===== config.mk =====
export PLATFORM = sky130hd
export DESIGN_NAME = sti_ctrl
export DESIGN_NICKNAME = d
export VERILOG_FILES = /design/src/sti_pkg.sv /design/src/sti_ctrl.sv
export SDC_FILE = /design/constraint.sdc
export NUM_CORES = 1
export LEC_CHECK = 0
export BUFFER_PORTS_ARGS = -buffer_cell sky130_fd_sc_hd__buf_2
export CORE_MARGIN = 2
export CORE_UTILIZATION = 46
export DETAILED_ROUTE_END_ITERATION = 6
export GPL_ROUTABILITY_DRIVEN = 0
export MAX_ROUTING_LAYER = met4
export PLACE_DENSITY_LB_ADDON = 0.25
export SETUP_SLACK_MARGIN = 0.1
export SYNTH_ARGS = -nofsm -noshare
export SYNTH_HDL_FRONTEND = slang
export SYNTH_SLANG_ARGS = --single-unit

===== constraint.sdc =====
create_clock -name clk -period 2.15 [get_ports clk]
set_clock_uncertainty 0.2 [all_clocks]
set_input_delay 0.215 -clock clk [delete_from_list [all_inputs] [get_ports clk]]
set_output_delay 0.215 -clock clk [all_outputs]
set_load 0.05 [all_outputs]

===== src/sti_pkg.sv =====
`timescale 1ns / 1ps

package sti_pkg;

  localparam int CAPACITY = 64;
  localparam int AW = (CAPACITY > 1) ? $clog2(CAPACITY) : 1;
  localparam int CW = $clog2(CAPACITY + 1);
  localparam int DW = 64;
  localparam int MW = 7;
  localparam int NW = (CW > MW) ? CW : MW;

  typedef enum logic [1:0] {
    CMD_CLEAR  = 2'd0,
    CMD_INSERT = 2'd1,
    CMD_QUERY  = 2'd2
  } cmd_t;

  typedef enum logic [1:0] {
    STS_OK    = 2'd0,
    STS_FULL  = 2'd1,
    STS_EMPTY = 2'd2
  } status_t;

  typedef enum logic [1:0] {
    KEY_STAMP = 2'd0,
    KEY_UPPER = 2'd1,
    KEY_LOWER = 2'd2
  } key_sel_t;

  typedef enum logic [3:0] {
    ST_IDLE,
    ST_DISPATCH,
    ST_INS_RD,
    ST_INS_CMP,
    ST_SHIFT,
    ST_INS_WR,
    ST_UP_RD,
    ST_UP_CMP,
    ST_LO_RD,
    ST_LO_CMP,
    ST_Q_CHK,
    ST_Q_RD,
    ST_Q_OUT,
    ST_RSP_OK,
    ST_RSP_FULL,
    ST_RSP_NONE
  } state_t;

  typedef struct packed {
    logic [1:0]           command;
    logic signed [DW-1:0] stamp;
    logic [DW-1:0]        payload;
    logic signed [DW-1:0] lower_bound;
    logic signed [DW-1:0] upper_bound;
    logic [MW-1:0]        max_count;
  } in_t;

  typedef struct packed {
    logic [1:0]           status;
    logic                 entry_valid;
    logic signed [DW-1:0] out_stamp;
    logic [DW-1:0]        out_payload;
    logic                 is_last;
  } out_t;

  // Commands from the controller to the datapath.
  typedef struct packed {
    logic     load_item;
    logic     clear_fill;
    logic     srch_init;
    key_sel_t key_sel;
    logic     srch_rd;
    logic     srch_cmp;
    logic     cmp_ge;
    logic     idx_from_lo;
    logic     idx_zero;
    logic     end_from_fill;
    logic     end_from_lo;
    logic     sh_init;
    logic     sh_step;
    logic     ins_write;
    logic     q_rd;
    logic     q_emit;
    logic     rsp_emit;
    status_t  rsp_status;
  } ctl_t;

  // Status from the datapath to the controller.
  typedef struct packed {
    logic [1:0] command;
    logic       full;
    logic       srch_go;
    logic       need_shift;
    logic       sh_more;
    logic       upper_pos;
    logic       lower_pos;
    logic       q_empty;
    logic       q_last;
    logic       out_free;
  } sts_t;

endpackage


===== src/sti_ctrl.sv =====
`timescale 1ns / 1ps

module sti_ctrl (
  input  logic          clk,
  input  logic          rst_n,
  input  logic          in_valid,
  output logic          in_stall,
  input  sti_pkg::sts_t sts,
  output sti_pkg::ctl_t ctl
);

  import sti_pkg::*;

  state_t state_r, state_nxt;

  always_ff @(posedge clk) begin
    if (!rst_n) begin
      state_r <= ST_IDLE;
    end else begin
      state_r <= state_nxt;
    end
  end

  always_comb begin
    state_nxt = state_r;
    unique case (state_r)
      ST_IDLE: begin
        if (in_valid) state_nxt = ST_DISPATCH;
      end
      ST_DISPATCH: begin
        unique case (sts.command)
          CMD_CLEAR:  state_nxt = ST_RSP_OK;
          CMD_INSERT: state_nxt = sts.full ? ST_RSP_FULL : ST_INS_RD;
          CMD_QUERY: begin
            priority if (sts.upper_pos) state_nxt = ST_UP_RD;
            else if (sts.lower_pos)     state_nxt = ST_LO_RD;
            else                        state_nxt = ST_Q_CHK;
          end
          default:    state_nxt = ST_IDLE;
        endcase
      end
      ST_INS_RD: begin
        priority if (sts.srch_go)  state_nxt = ST_INS_CMP;
        else if (sts.need_shift)   state_nxt = ST_SHIFT;
        else                       state_nxt = ST_INS_WR;
      end
      ST_INS_CMP: state_nxt = ST_INS_RD;
      ST_SHIFT: begin
        if (!sts.sh_more) state_nxt = ST_INS_WR;
      end
      ST_INS_WR: state_nxt = ST_RSP_OK;
      ST_UP_RD: begin
        priority if (sts.srch_go) state_nxt = ST_UP_CMP;
        else if (sts.lower_pos)   state_nxt = ST_LO_RD;
        else                      state_nxt = ST_Q_CHK;
      end
      ST_UP_CMP: state_nxt = ST_UP_RD;
      ST_LO_RD: begin
        state_nxt = sts.srch_go ? ST_LO_CMP : ST_Q_CHK;
      end
      ST_LO_CMP: state_nxt = ST_LO_RD;
      ST_Q_CHK: state_nxt = sts.q_empty ? ST_RSP_NONE : ST_Q_RD;
      ST_Q_RD:  state_nxt = ST_Q_OUT;
      ST_Q_OUT: begin
        if (sts.out_free) state_nxt = sts.q_last ? ST_IDLE : ST_Q_RD;
      end
      ST_RSP_OK, ST_RSP_FULL, ST_RSP_NONE: begin
        if (sts.out_free) state_nxt = ST_IDLE;
      end
      default: state_nxt = ST_IDLE;
    endcase
  end

  always_comb begin
    ctl            = '0;
    ctl.key_sel    = KEY_STAMP;
    ctl.rsp_status = STS_OK;
    in_stall       = (state_r != ST_IDLE);
    unique case (state_r)
      ST_IDLE: begin
        ctl.load_item = in_valid;
      end
      ST_DISPATCH: begin
        unique case (sts.command)
          CMD_CLEAR:  ctl.clear_fill = 1'b1;
          CMD_INSERT: ctl.srch_init = !sts.full;
          CMD_QUERY: begin
            priority if (sts.upper_pos) begin
              ctl.srch_init = 1'b1;
              ctl.key_sel   = KEY_UPPER;
            end else if (sts.lower_pos) begin
              ctl.srch_init = 1'b1;
              ctl.key_sel   = KEY_LOWER;
              ctl.idx_zero  = 1'b1;
            end else begin
              ctl.idx_zero      = 1'b1;
              ctl.end_from_fill = 1'b1;
            end
          end
          default: ;
        endcase
      end
      ST_INS_RD: begin
        // Once the search settles, the shift starts by fetching the last entry.
        priority if (sts.srch_go) ctl.srch_rd = 1'b1;
        else if (sts.need_shift)  ctl.sh_init = 1'b1;
        else ;
      end
      ST_INS_CMP: ctl.srch_cmp = 1'b1;
      ST_SHIFT:   ctl.sh_step = 1'b1;
      ST_INS_WR:  ctl.ins_write = 1'b1;
      ST_UP_RD: begin
        if (sts.srch_go) begin
          ctl.srch_rd = 1'b1;
        end else begin
          ctl.idx_from_lo = 1'b1;
          if (sts.lower_pos) begin
            ctl.srch_init = 1'b1;
            ctl.key_sel   = KEY_LOWER;
          end else begin
            ctl.end_from_fill = 1'b1;
          end
        end
      end
      ST_UP_CMP: ctl.srch_cmp = 1'b1;
      ST_LO_RD: begin
        if (sts.srch_go) ctl.srch_rd = 1'b1;
        else             ctl.end_from_lo = 1'b1;
      end
      ST_LO_CMP: begin
        ctl.srch_cmp = 1'b1;
        ctl.cmp_ge   = 1'b1;
      end
      ST_Q_CHK: ;
      ST_Q_RD:  ctl.q_rd = 1'b1;
      ST_Q_OUT: ctl.q_emit = sts.out_free;
      ST_RSP_OK: begin
        ctl.rsp_emit   = sts.out_free;
        ctl.rsp_status = STS_OK;
      end
      ST_RSP_FULL: begin
        ctl.rsp_emit   = sts.out_free;
        ctl.rsp_status = STS_FULL;
      end
      ST_RSP_NONE: begin
        ctl.rsp_emit   = sts.out_free;
        ctl.rsp_status = STS_EMPTY;
      end
      default: ;
    endcase
  end

endmodule


==> results of run 1 <==
==> cell usage in the layout (no fill, tap or decap), types with 2 or more instances in the layout <==
cell,n
o311a_1,3
nor3_1,2
buf_2,30
o21ai_0,8
nand2_1,4
nand2b_1,2
nor3b_2,3
ha_1,5
inv_1,10
nor2_1,11
clkbuf_4,3
buf_6,2
nand2_2,2
dfxtp_2,2
a221oi_1,3
a21oi_1,4
and3b_1,2
buf_4,7
nor2b_1,5
==> critical path: stages (launching register included) <==
cell and delay [ps]:
dfxtp_2 340, buf_6 140, nor4b_4 330, nand2_2 120, nor2_4 130, o21ba_2 150
buf_8 140
==> report_power, final <==
group          leakage, nW  internal (mW)  switching (mW)
Clock               0.0138         0.0622          0.0281
Sequential          0.0341         0.0996          0.0576
Combinational        0.499          0.274           0.423
Total                0.546          0.436           0.508
==> repair_timing <==
action                     CTS  global route
buffers inserted             0             1
setup endpoints to repair   10             7
gates resized for setup      4            13
pin swaps                    0             4
==> routing by layer <==
metal / vias up / track usage
met5: - / -
met4: 0 / 0.0529
met3: 4 / 0.0240
met2: 24 / 0.420
met1: 444 / 0.276
li1: 464 / -
==> cells by family (layout without fill, tap and decap cells) <==
group           Yosys count  count (layout)  synth area share
simple gates             45              45             0.359
flops                     4               4             0.105
compound gates           34              34             0.324
buf+inv                  18              53             0.118
fa+ha+maj                 5               5            0.0817
mux                       1               1            0.0131
==> cell usage after synthesis, types with 2 or more instances <==
master	instances	area share
inv_1	10	0.049
clkbuf_1	2	0.0098
dfxtp_1	4	0.10
ha_1	5	0.082
nand2b_1	2	0.016
and3b_1	2	0.023
nor3b_1	4	0.039
o21a_1	2	0.020
o311a_1	3	0.039
nor2b_1	5	0.041
nor3_1	3	0.020
nand2_1	6	0.029
buf_6	2	0.029
nor2_1	13	0.064
o21ai_0	8	0.052
buf_2	3	0.020
a21oi_1	4	0.026
a221oi_1	3	0.034
==> layout make-up <==
cell class | count | area [µm²] | area share
Tap cell | 16 | 20.0 | 0.0190
Clock buffer | 3 | 22.5 | 0.0214
Inverter | 10 | 37.5 | 0.0356
Timing Repair Buffer | 40 | 240 | 0.228
Multi-Input combinational cell | 85 | 648 | 0.614
Sequential cell | 4 | 86.3 | 0.0819
==> path summary, 6_finish.rpt <==
path | from | endpoint | slack [ps] | depth (start not counted)
worst max-delay path | state_r[2]$_SDFFE_PN0P_ | ctl[9] | 160 | 6
worst min-delay path | rst_n | state_r[3]$_SDFFE_PN0P_ | 50 | 2
worst max register to register | state_r[1]$_SDFFE_PN0P_ | state_r[1]$_SDFFE_PN0P_ | 390 | 5
worst min register to register | state_r[3]$_SDFFE_PN0P_ | state_r[0]$_SDFFE_PN0P_ | 550 | 2
==> per-stage QoR <==
step	power, mW	cell area (µm²)	setup WS (ps)
floorplan	0.664	811	77.8
global placement	0.780	986	203
detailed placement	0.800	986	134
CTS	0.895	1020	117
global route	1.00	1050	76.9
finish	0.944	1050	159
==> flow_summary_export.csv, run 1 <==
group,metric,value,unit
outcome,outcome,"completed",
cells_and_area,drive_gt1_frac,0.437,
pwr,leakage,0.546,nW
critical_path,cp_data_arrival_time,1580,ps
yosys,synthFlopType,"dfxtp_1",
cells_and_area,fin_util,0.684,
yosys,syn-cell-area,766,µm²
yosys,async_reset_ff_frac,0,
critical_path,path_class,"flip-flop to output port",
cells_and_area,final_net_count,163,
cells_and_area,instances_no_fill,158,
cts,htreeDepth,1,
floorplanning,io_pins,35,
cts,cts_hold_buf,0,
yosys,seq_area_frac_synth,0.105,
yosys,synth_edf_count,0,
routing,drt_wl_total,2.21,mm
routing,drtIter0Drc,21,
floorplanning,chipHeight,44.8,µm
sta,min_period_over_period,0.926,
routing,route.vias.total,936,
sta,fmax,502,MHz
critical_path,crit_path_max_fanout,8,
yosys,avgSynthCellArea,7.16,µm²
hold_path,holdCritPathClass,"input pin to flip-flop",
critical_path,cp_data_required_time,1740,ps
sta,worst_slew_pin_slew,434,ps
global_routing,grt_pass1_wl,3.42,mm
pwr,ir_drop,463,µV
routing,drc_errors,0,
floorplanning,die-area,0.00201,mm²
critical_path,cp-start-kind,"flip-flop",
place,dp.final_hpwl,1.77,mm
cells_and_area,regMostFlops,"state_r",
routing,antenna_left,0,
cts,cts_tree,"done",
sta,hold_viol_final,0,
cells_and_area,syn2layout_area_growth,37.7,%
routing,wl_met3,70,µm
flow_run,drv_cap,0,
cts,clkSinkCount,4,
cells_and_area,largest_register_ffs,4,
global_routing,grt_overflow,0,
yosys,synthDistinctLibCells,44,
yosys,postSynthCellCount,107,
floorplanning,start_util,0.497,
sta,fin_setup_tns,0,ps
pwr,power_density,895,mW/mm²
routing,drtPass1Iterations,4,
cts,clock_path_buffers,2,
global_routing,grt_pass1_vias,837,
yosys,synth_warnings,0,
sta,rsz0062_at_grt,"true",
global_routing,grt_max_degree,21,
sta,timing.hold.ws,45.2,ps
routing,via_per_inst,5.92,
sta,slew_headroom,0.707,
routing,routed.top_layer,"met4",
global_routing,track_usage,0.232,
yosys,synth_nets,126,
routing,met1_length,988,µm
place,dpl.cell_count,154,
cells_and_area,fillCellCount,131,
floorplanning,fp.dieW,44.8,µm
sta,setup_violations,0,
place,io_buffers,34,
routing,route.detailed.wl_per_inst,14.0,µm
cts,cts_root_buf,"clkbuf_4",
sta,min_period,1990,ps
cts,clock_latency,230,ps
floorplanning,core-area,0.00154,mm²
cts,clk_pin_slew,40,ps
cells_and_area,largestRegisters,"state_r (4)",
global_routing,antenna_found_initial,0,
cts,numCtsBuffers,3,
sta,drv_slew,0,
routing,routed-wl-met2,1.11,mm
yosys,synth_seq_cells,4,
floorplanning,placementRows,14,
cells_and_area,antenna_cells,0,
critical_path,end_kind,"output port",
Power figures use the tool's default switching activity.
==> run 2: changes to the inputs <==
CORE_UTILIZATION = 50   (was 46)
clock period = 2.4 ns   (was 2.15 ns; I/O delays follow)
==> run 2 against run 1 <==
  * Utilization decreased by 2.5 points
  * Flip-flop and latch count unchanged
  * First-iteration DRC count fell by 43%
  * Hold slack improved by 33 ps
  * Cell count shrank 2.5%
  * Cell area is 8.1% lower
  * Setup slack gained 130 ps
  * Largest cell class unchanged
  * Largest power group unchanged
  * Highest routed layer is now met3
==> flow_summary_export.csv, run 2 (same netlist as run 1, synthesis figures left out) <==
group,metric,value,unit
cells_and_area,regMostFlops,"state_r",
global_routing,antenna_found_initial,0,
floorplanning,core-area,0.00147,mm²
sta,fin_setup_tns,0,ps
critical_path,crit_path_max_fanout,17,
floorplanning,die-area,0.00186,mm²
cells_and_area,final_net_count,159,
global_routing,grt_pass1_vias,778,
sta,worst_slew_pin_slew,370,ps
routing,route.vias.total,895,
flow_run,drv_cap,0,
floorplanning,fp.dieW,43.1,µm
floorplanning,io_pins,35,
global_routing,track_usage,0.227,
cts,numCtsBuffers,3,
sta,fmax,474,MHz
cells_and_area,syn2layout_area_growth,26.6,%
sta,min_period,2110,ps
sta,rsz0062_at_grt,"false",
cells_and_area,antenna_cells,0,
pwr,power_density,787,mW/mm²
routing,route.detailed.wl_per_inst,12.8,µm
cells_and_area,largestRegisters,"state_r (4)",
cells_and_area,layout_commonest_cell,"buf_2",
critical_path,cp-start-kind,"flip-flop",
hold_path,holdCritPathClass,"input pin to flip-flop",
global_routing,grt_pass1_wl,3.32,mm
hold_path,hold_start,"rst_n",
sta,hold_viol_final,0,
cts,cts_tree,"done",
critical_path,crit_path_start,"state_r[0]$_SDFFE_PN0P_",
sta,setup_violations,0,
cells_and_area,multiInputGateArea,621,µm²
place,pre_cts_ws,348,ps
sta,slew_headroom,0.753,
critical_path,end_kind,"output port",
pwr,leakage,0.509,nW
critical_path,r2r-start,"state_r[3]$_SDFFE_PN0P_",
floorplanning,start_util,0.520,
routing,drtPass1Iterations,4,
place,dp.final_hpwl,1.51,mm
cells_and_area,drive_gt1_frac,0.362,
critical_path,cp_data_required_time,1960,ps
cts,clkSinkCount,4,
routing,via_per_inst,5.81,
cts,htreeDepth,1,
outcome,outcome,"completed",
routing,drc_errors,0,
cts,cts_root_buf,"clkbuf_4",
floorplanning,placementRows,14,
cts,cts_hold_buf,0,
sta,fin_ws,288,ps
place,io_buffers,34,
cells_and_area,ff_latch_area,83.8,µm²
pwr,ir_drop,653,µV
cells_and_area,largest_register_ffs,4,
cells_and_area,fillCellCount,136,
routing,drt_wl_total,1.97,mm
global_routing,grt_max_degree,21,
cells_and_area,final_cell_mix,"buf_2 (34), nor2_1 (12), inv_1 (10)",
critical_path,cp_data_arrival_time,1670,ps
routing,drtIter0Drc,12,
sta,min_period_over_period,0.880,
cts,clock_path_buffers,2,
global_routing,grt_overflow,0,
cts,clk_pin_slew,30,ps
floorplanning,chipHeight,43.1,µm
critical_path,path_class,"flip-flop to output port",
routing,antenna_left,0,
cts,clock_latency,220,ps
sta,drv_slew,0,
run 2: cell count changes in the layout (fill, tap and decap cells not counted), moves of 2 or more:
| cell | previous run | this run |
|---|---|---|
| nand2_2 | 2 | 0 |
| buf_6 | 2 | 0 |
| buf_4 | 7 | 2 |
| nand2_1 | 4 | 6 |
| buf_2 | 30 | 34 |
run 2: final timing paths:
kind	end	slack, ps	cells past startpoint
hold reg to reg	state_r[1]$_SDFFE_PN0P_	500	3
setup reg to reg	state_r[0]$_SDFFE_PN0P_	630	4
setup / recovery	ctl[9]	290	5
hold / removal	state_r[2]$_SDFFE_PN0P_	80	2
run 2: power breakdown:
part / switching [mW] / internal (mW)
clock: 0.0210 / 0.0555
combinational: 0.332 / 0.192
sequential: 0.0730 / 0.0891
run 2: through the flow:
stage               power [mW]  std cells  utilization  instance area [µm²]  hold WS (ps)
CTS                      0.759        154        0.656                  966          84.6
finish                   0.763        154        0.659                  970          78.2
detailed placement       0.680        151        0.641                  943           319
global route             0.823        154        0.659                  970          66.0
floorplan                0.585        107            -                  791           168
global placement         0.670        151        0.641                  943           305
run 2: final cells by class:
class | count | area share
multi-input cells | 85 | 0.640
clock buffers | 3 | 0.0232
flip-flops and latches | 4 | 0.0865
repair buffers | 36 | 0.191
inverters | 10 | 0.0387
well taps | 16 | 0.0206
run 2: layer usage:
layer,GRT usage,vias up,routed length (µm)
met5,-,-,0
met4,0.0364,0,0
met3,0.0170,0,90
met2,0.388,18,965
met1,0.296,421,913
li1,-,456,-
run 2: what timing repair did:
action	4_1_cts	5_1_grt
setup buffers	0	0
setup endpoints to repair	0	4
resized for setup	0	3
run 2: critical path, stage by stage, from the launching register on:
cell     delay, ps
dfxtp_2        490
nor4b_4        310
nand2_1        120
nor2_2         140
o21ba_2        140
buf_2          250
==> run 3: changes to the inputs <==
--- a/config.mk
+++ b/config.mk
@@ -7,6 +7,8 @@
 export LEC_CHECK = 0
 export BUFFER_PORTS_ARGS = -buffer_cell sky130_fd_sc_hd__buf_2
+export CAP_MARGIN = 15
 export CORE_MARGIN = 2
 export CORE_UTILIZATION = 50
+export CTS_BUF_LIST = sky130_fd_sc_hd__clkbuf_16
 export DETAILED_ROUTE_END_ITERATION = 6
 export GPL_ROUTABILITY_DRIVEN = 0
==> constraint.sdc (replaced) <==
create_clock -name clk -period 2.4 [get_ports clk]
set_clock_uncertainty 0.2 [all_clocks]
set_input_delay 0.12 -clock clk [delete_from_list [all_inputs] [get_ports clk]]
set_output_delay 0.12 -clock clk [all_outputs]
set_load 0.05 [all_outputs]
==> run 3 against run 2 <==
  * Die area unchanged
  * Fmax decreased by 0.90%
  * Non-clock buffer count increased by 1
  * Combinational power increased by 4%
  * Setup slack got worse by 19 ps
  * Cell count increased by 0.65%
  * Hold slack improved by 56 ps
  * Clock-buffer cell count unchanged
  * Sequential share of layout area decreased by 0.71 points
  * Global-route usage increased by 2.8 points
  * First-iteration DRC count increased by 58%
==> flow_summary_export.csv, run 3 (same netlist as run 1, synthesis figures left out) <==
group,metric,value,unit
outcome,outcome,"completed",
cells_and_area,final_net_count,160,
sta,min_period_over_period,0.888,
critical_path,path_buf_inv,1,
critical_path,crit_chain,"nor4b_4, nand2_1, nor2_2, o21ba_2, buf_2",
cts,htreeDepth,1,
cells_and_area,largest_register_ffs,4,
global_routing,grt_max_degree,26,
sta,min_period,2130,ps
critical_path,crit_path_start,"state_r[3]$_SDFFE_PN0P_",
critical_path,slowest_delay,510,ps
place,dp.final_hpwl,1.60,mm
sta,fin_setup_tns,0,ps
critical_path,end_kind,"output port",
routing,drtPass1Iterations,4,
routing,via_per_inst,5.84,
sta,rsz0062_at_grt,"false",
pwr,power.switching,454,µW
routing,route.detailed.wl_per_inst,14.2,µm
critical_path,crit_path_max_fanout,20,
cts,clock_latency,220,ps
critical_path,r2r-start,"state_r[3]$_SDFFE_PN0P_",
critical_path,slowest_stage,"dfxtp_1",
pwr,internal-power,492,µW
floorplanning,start_util,0.520,
routing,drc_errors,0,
floorplanning,chipHeight,43.1,µm
critical_path,cp-start-kind,"flip-flop",
floorplanning,io_pins,35,
pwr,ir_drop,515,µV
pwr,power_switching_share,0.480,
sta,hold_viol_final,0,
cells_and_area,final_cell_mix,"buf_2 (34), nor2_1 (12), inv_1 (10)",
global_routing,antenna_found_initial,0,
pwr,power_density,923,mW/mm²
cells_and_area,multiInputGateArea,616,µm²
pwr,share_comb_of_total_power,0.574,
floorplanning,die-area,0.00186,mm²
critical_path,cp_top_family,"simple AND/OR/NAND/NOR gates",
critical_path,path_class,"flip-flop to output port",
global_routing,grt_pass1_wl,3.59,mm
critical_path,cp_data_required_time,2080,ps
pwr,seqPwrFrac,0.151,
cells_and_area,largestRegisters,"state_r (4)",
floorplanning,placementRows,14,
sta,setup_violations,0,
floorplanning,core-area,0.00147,mm²
sta,slew_headroom,0.552,
floorplanning,fp.dieW,43.1,µm
cts,cts_root_buf,"clkbuf_16",
routing,drt_wl_total,2.21,mm
cts,clk_pin_slew,30,ps
cts,clock_path_buffers,2,
pwr,power,945,µW
cells_and_area,antenna_cells,0,
routing,antenna_left,0,
global_routing,grt_pass1_vias,804,
cts,postCtsSetupBuffers,0,
cts,cts_tree,"done",
pwr,p_clk_frac,0.275,
place,io_buffers,34,
routing,route.vias.total,905,
sta,fmax,469,MHz
hold_path,holdCritPathClass,"input pin to flip-flop",
cts,numCtsBuffers,3,
cells_and_area,regMostFlops,"state_r",
cells_and_area,syn2layout_area_growth,33.8,%
cells_and_area,layout_commonest_cell,"buf_2",
routing,drtIter0Drc,19,
cells_and_area,ff_latch_area,81.3,µm²
cells_and_area,drive_gt1_frac,0.338,
cells_and_area,fillCellCount,136,
pwr,leakage,0.532,nW
critical_path,cp_data_arrival_time,1810,ps
hold_path,hold_start,"in_valid",
sta,worst_slew_pin_slew,671,ps
cts,clkSinkCount,4,
sta,drv_slew,0,
global_routing,track_usage,0.256,
global_routing,grt_overflow,0,
flow_run,drv_cap,0,
[run 3: cell count changes in the layout (fill, tap and decap cells not counted)]
cell,previous run,this run
dlygate4sd3_1,0,1
clkbuf_16,0,3
nor3b_1,2,3
dfxtp_2,3,1
dfxtp_1,1,3
nor3b_2,2,1
clkbuf_4,3,0
[run 3: what timing repair did]
action	CTS	global route
endpoints found under the setup margin	0	2
endpoints found under the hold margin	3	0
hold buffers	1	0
resized for setup	0	2
[run 3: final timing paths]
kind                             endpoint  cells after the start  slack (ps)
hold reg to reg   state_r[1]$_SDFFE_PN0P_                      3         550
setup reg to reg  state_r[0]$_SDFFE_PN0P_                      4         410
setup / recovery                   ctl[9]                      5         270
hold / removal    state_r[0]$_SDFFE_PN0P_                      4         130
[run 3: worst register-to-register path: cells and delay by family, from the launching register on]
family | cells | cell delay [ps]
simple gates | 1 | 310
flops | 1 | 740
compound gates | 3 | 620
[run 3: final cells by class]
| cell class | instances | share of cell area |
|---|---|---|
| flip-flops and latches | 4 | 0.0794 |
| repair buffers | 37 | 0.190 |
| multi-input cells | 85 | 0.601 |
| inverters | 10 | 0.0366 |
| clock buffers | 3 | 0.0733 |
| well taps | 16 | 0.0195 |
[run 3: routing by layer]
metal / track usage / vias up / share of wire
met5: - / - / 0
met1: 0.324 / 414 / 0.42
met3: 0.0553 / 2 / 0.056
li1: - / 458 / -
met4: 0.0606 / 0 / 0.0063
met2: 0.412 / 31 / 0.51
[run 3: per-stage QoR]
| step | utilization | area [µm²] | setup slack [ps] | hold WS (ps) | std cells |
|---|---|---|---|---|---|
| 2_1_floorplan | - | 779 | 172 | 47.9 | 107 |
| 3_3_place_gp | 0.634 | 932 | 523 | 191 | 151 |
| 3_5_place_dp | 0.634 | 932 | 443 | 195 | 151 |
| 4_1_cts | 0.691 | 1020 | 205 | 143 | 155 |
| 5_1_grt | 0.696 | 1020 | 143 | 211 | 155 |
| 6_report | 0.696 | 1020 | 269 | 135 | 155 |
[run 3: power by group through the flow]
stage,Clock (mW),Combinational [mW],Sequential [mW]
after floorplan,0,0.473,0.105
after global placement,0,0.525,0.135
after detailed placement,0,0.533,0.139
after CTS,0.263,0.538,0.138
after global routing,0.270,0.587,0.147
final,0.260,0.543,0.143
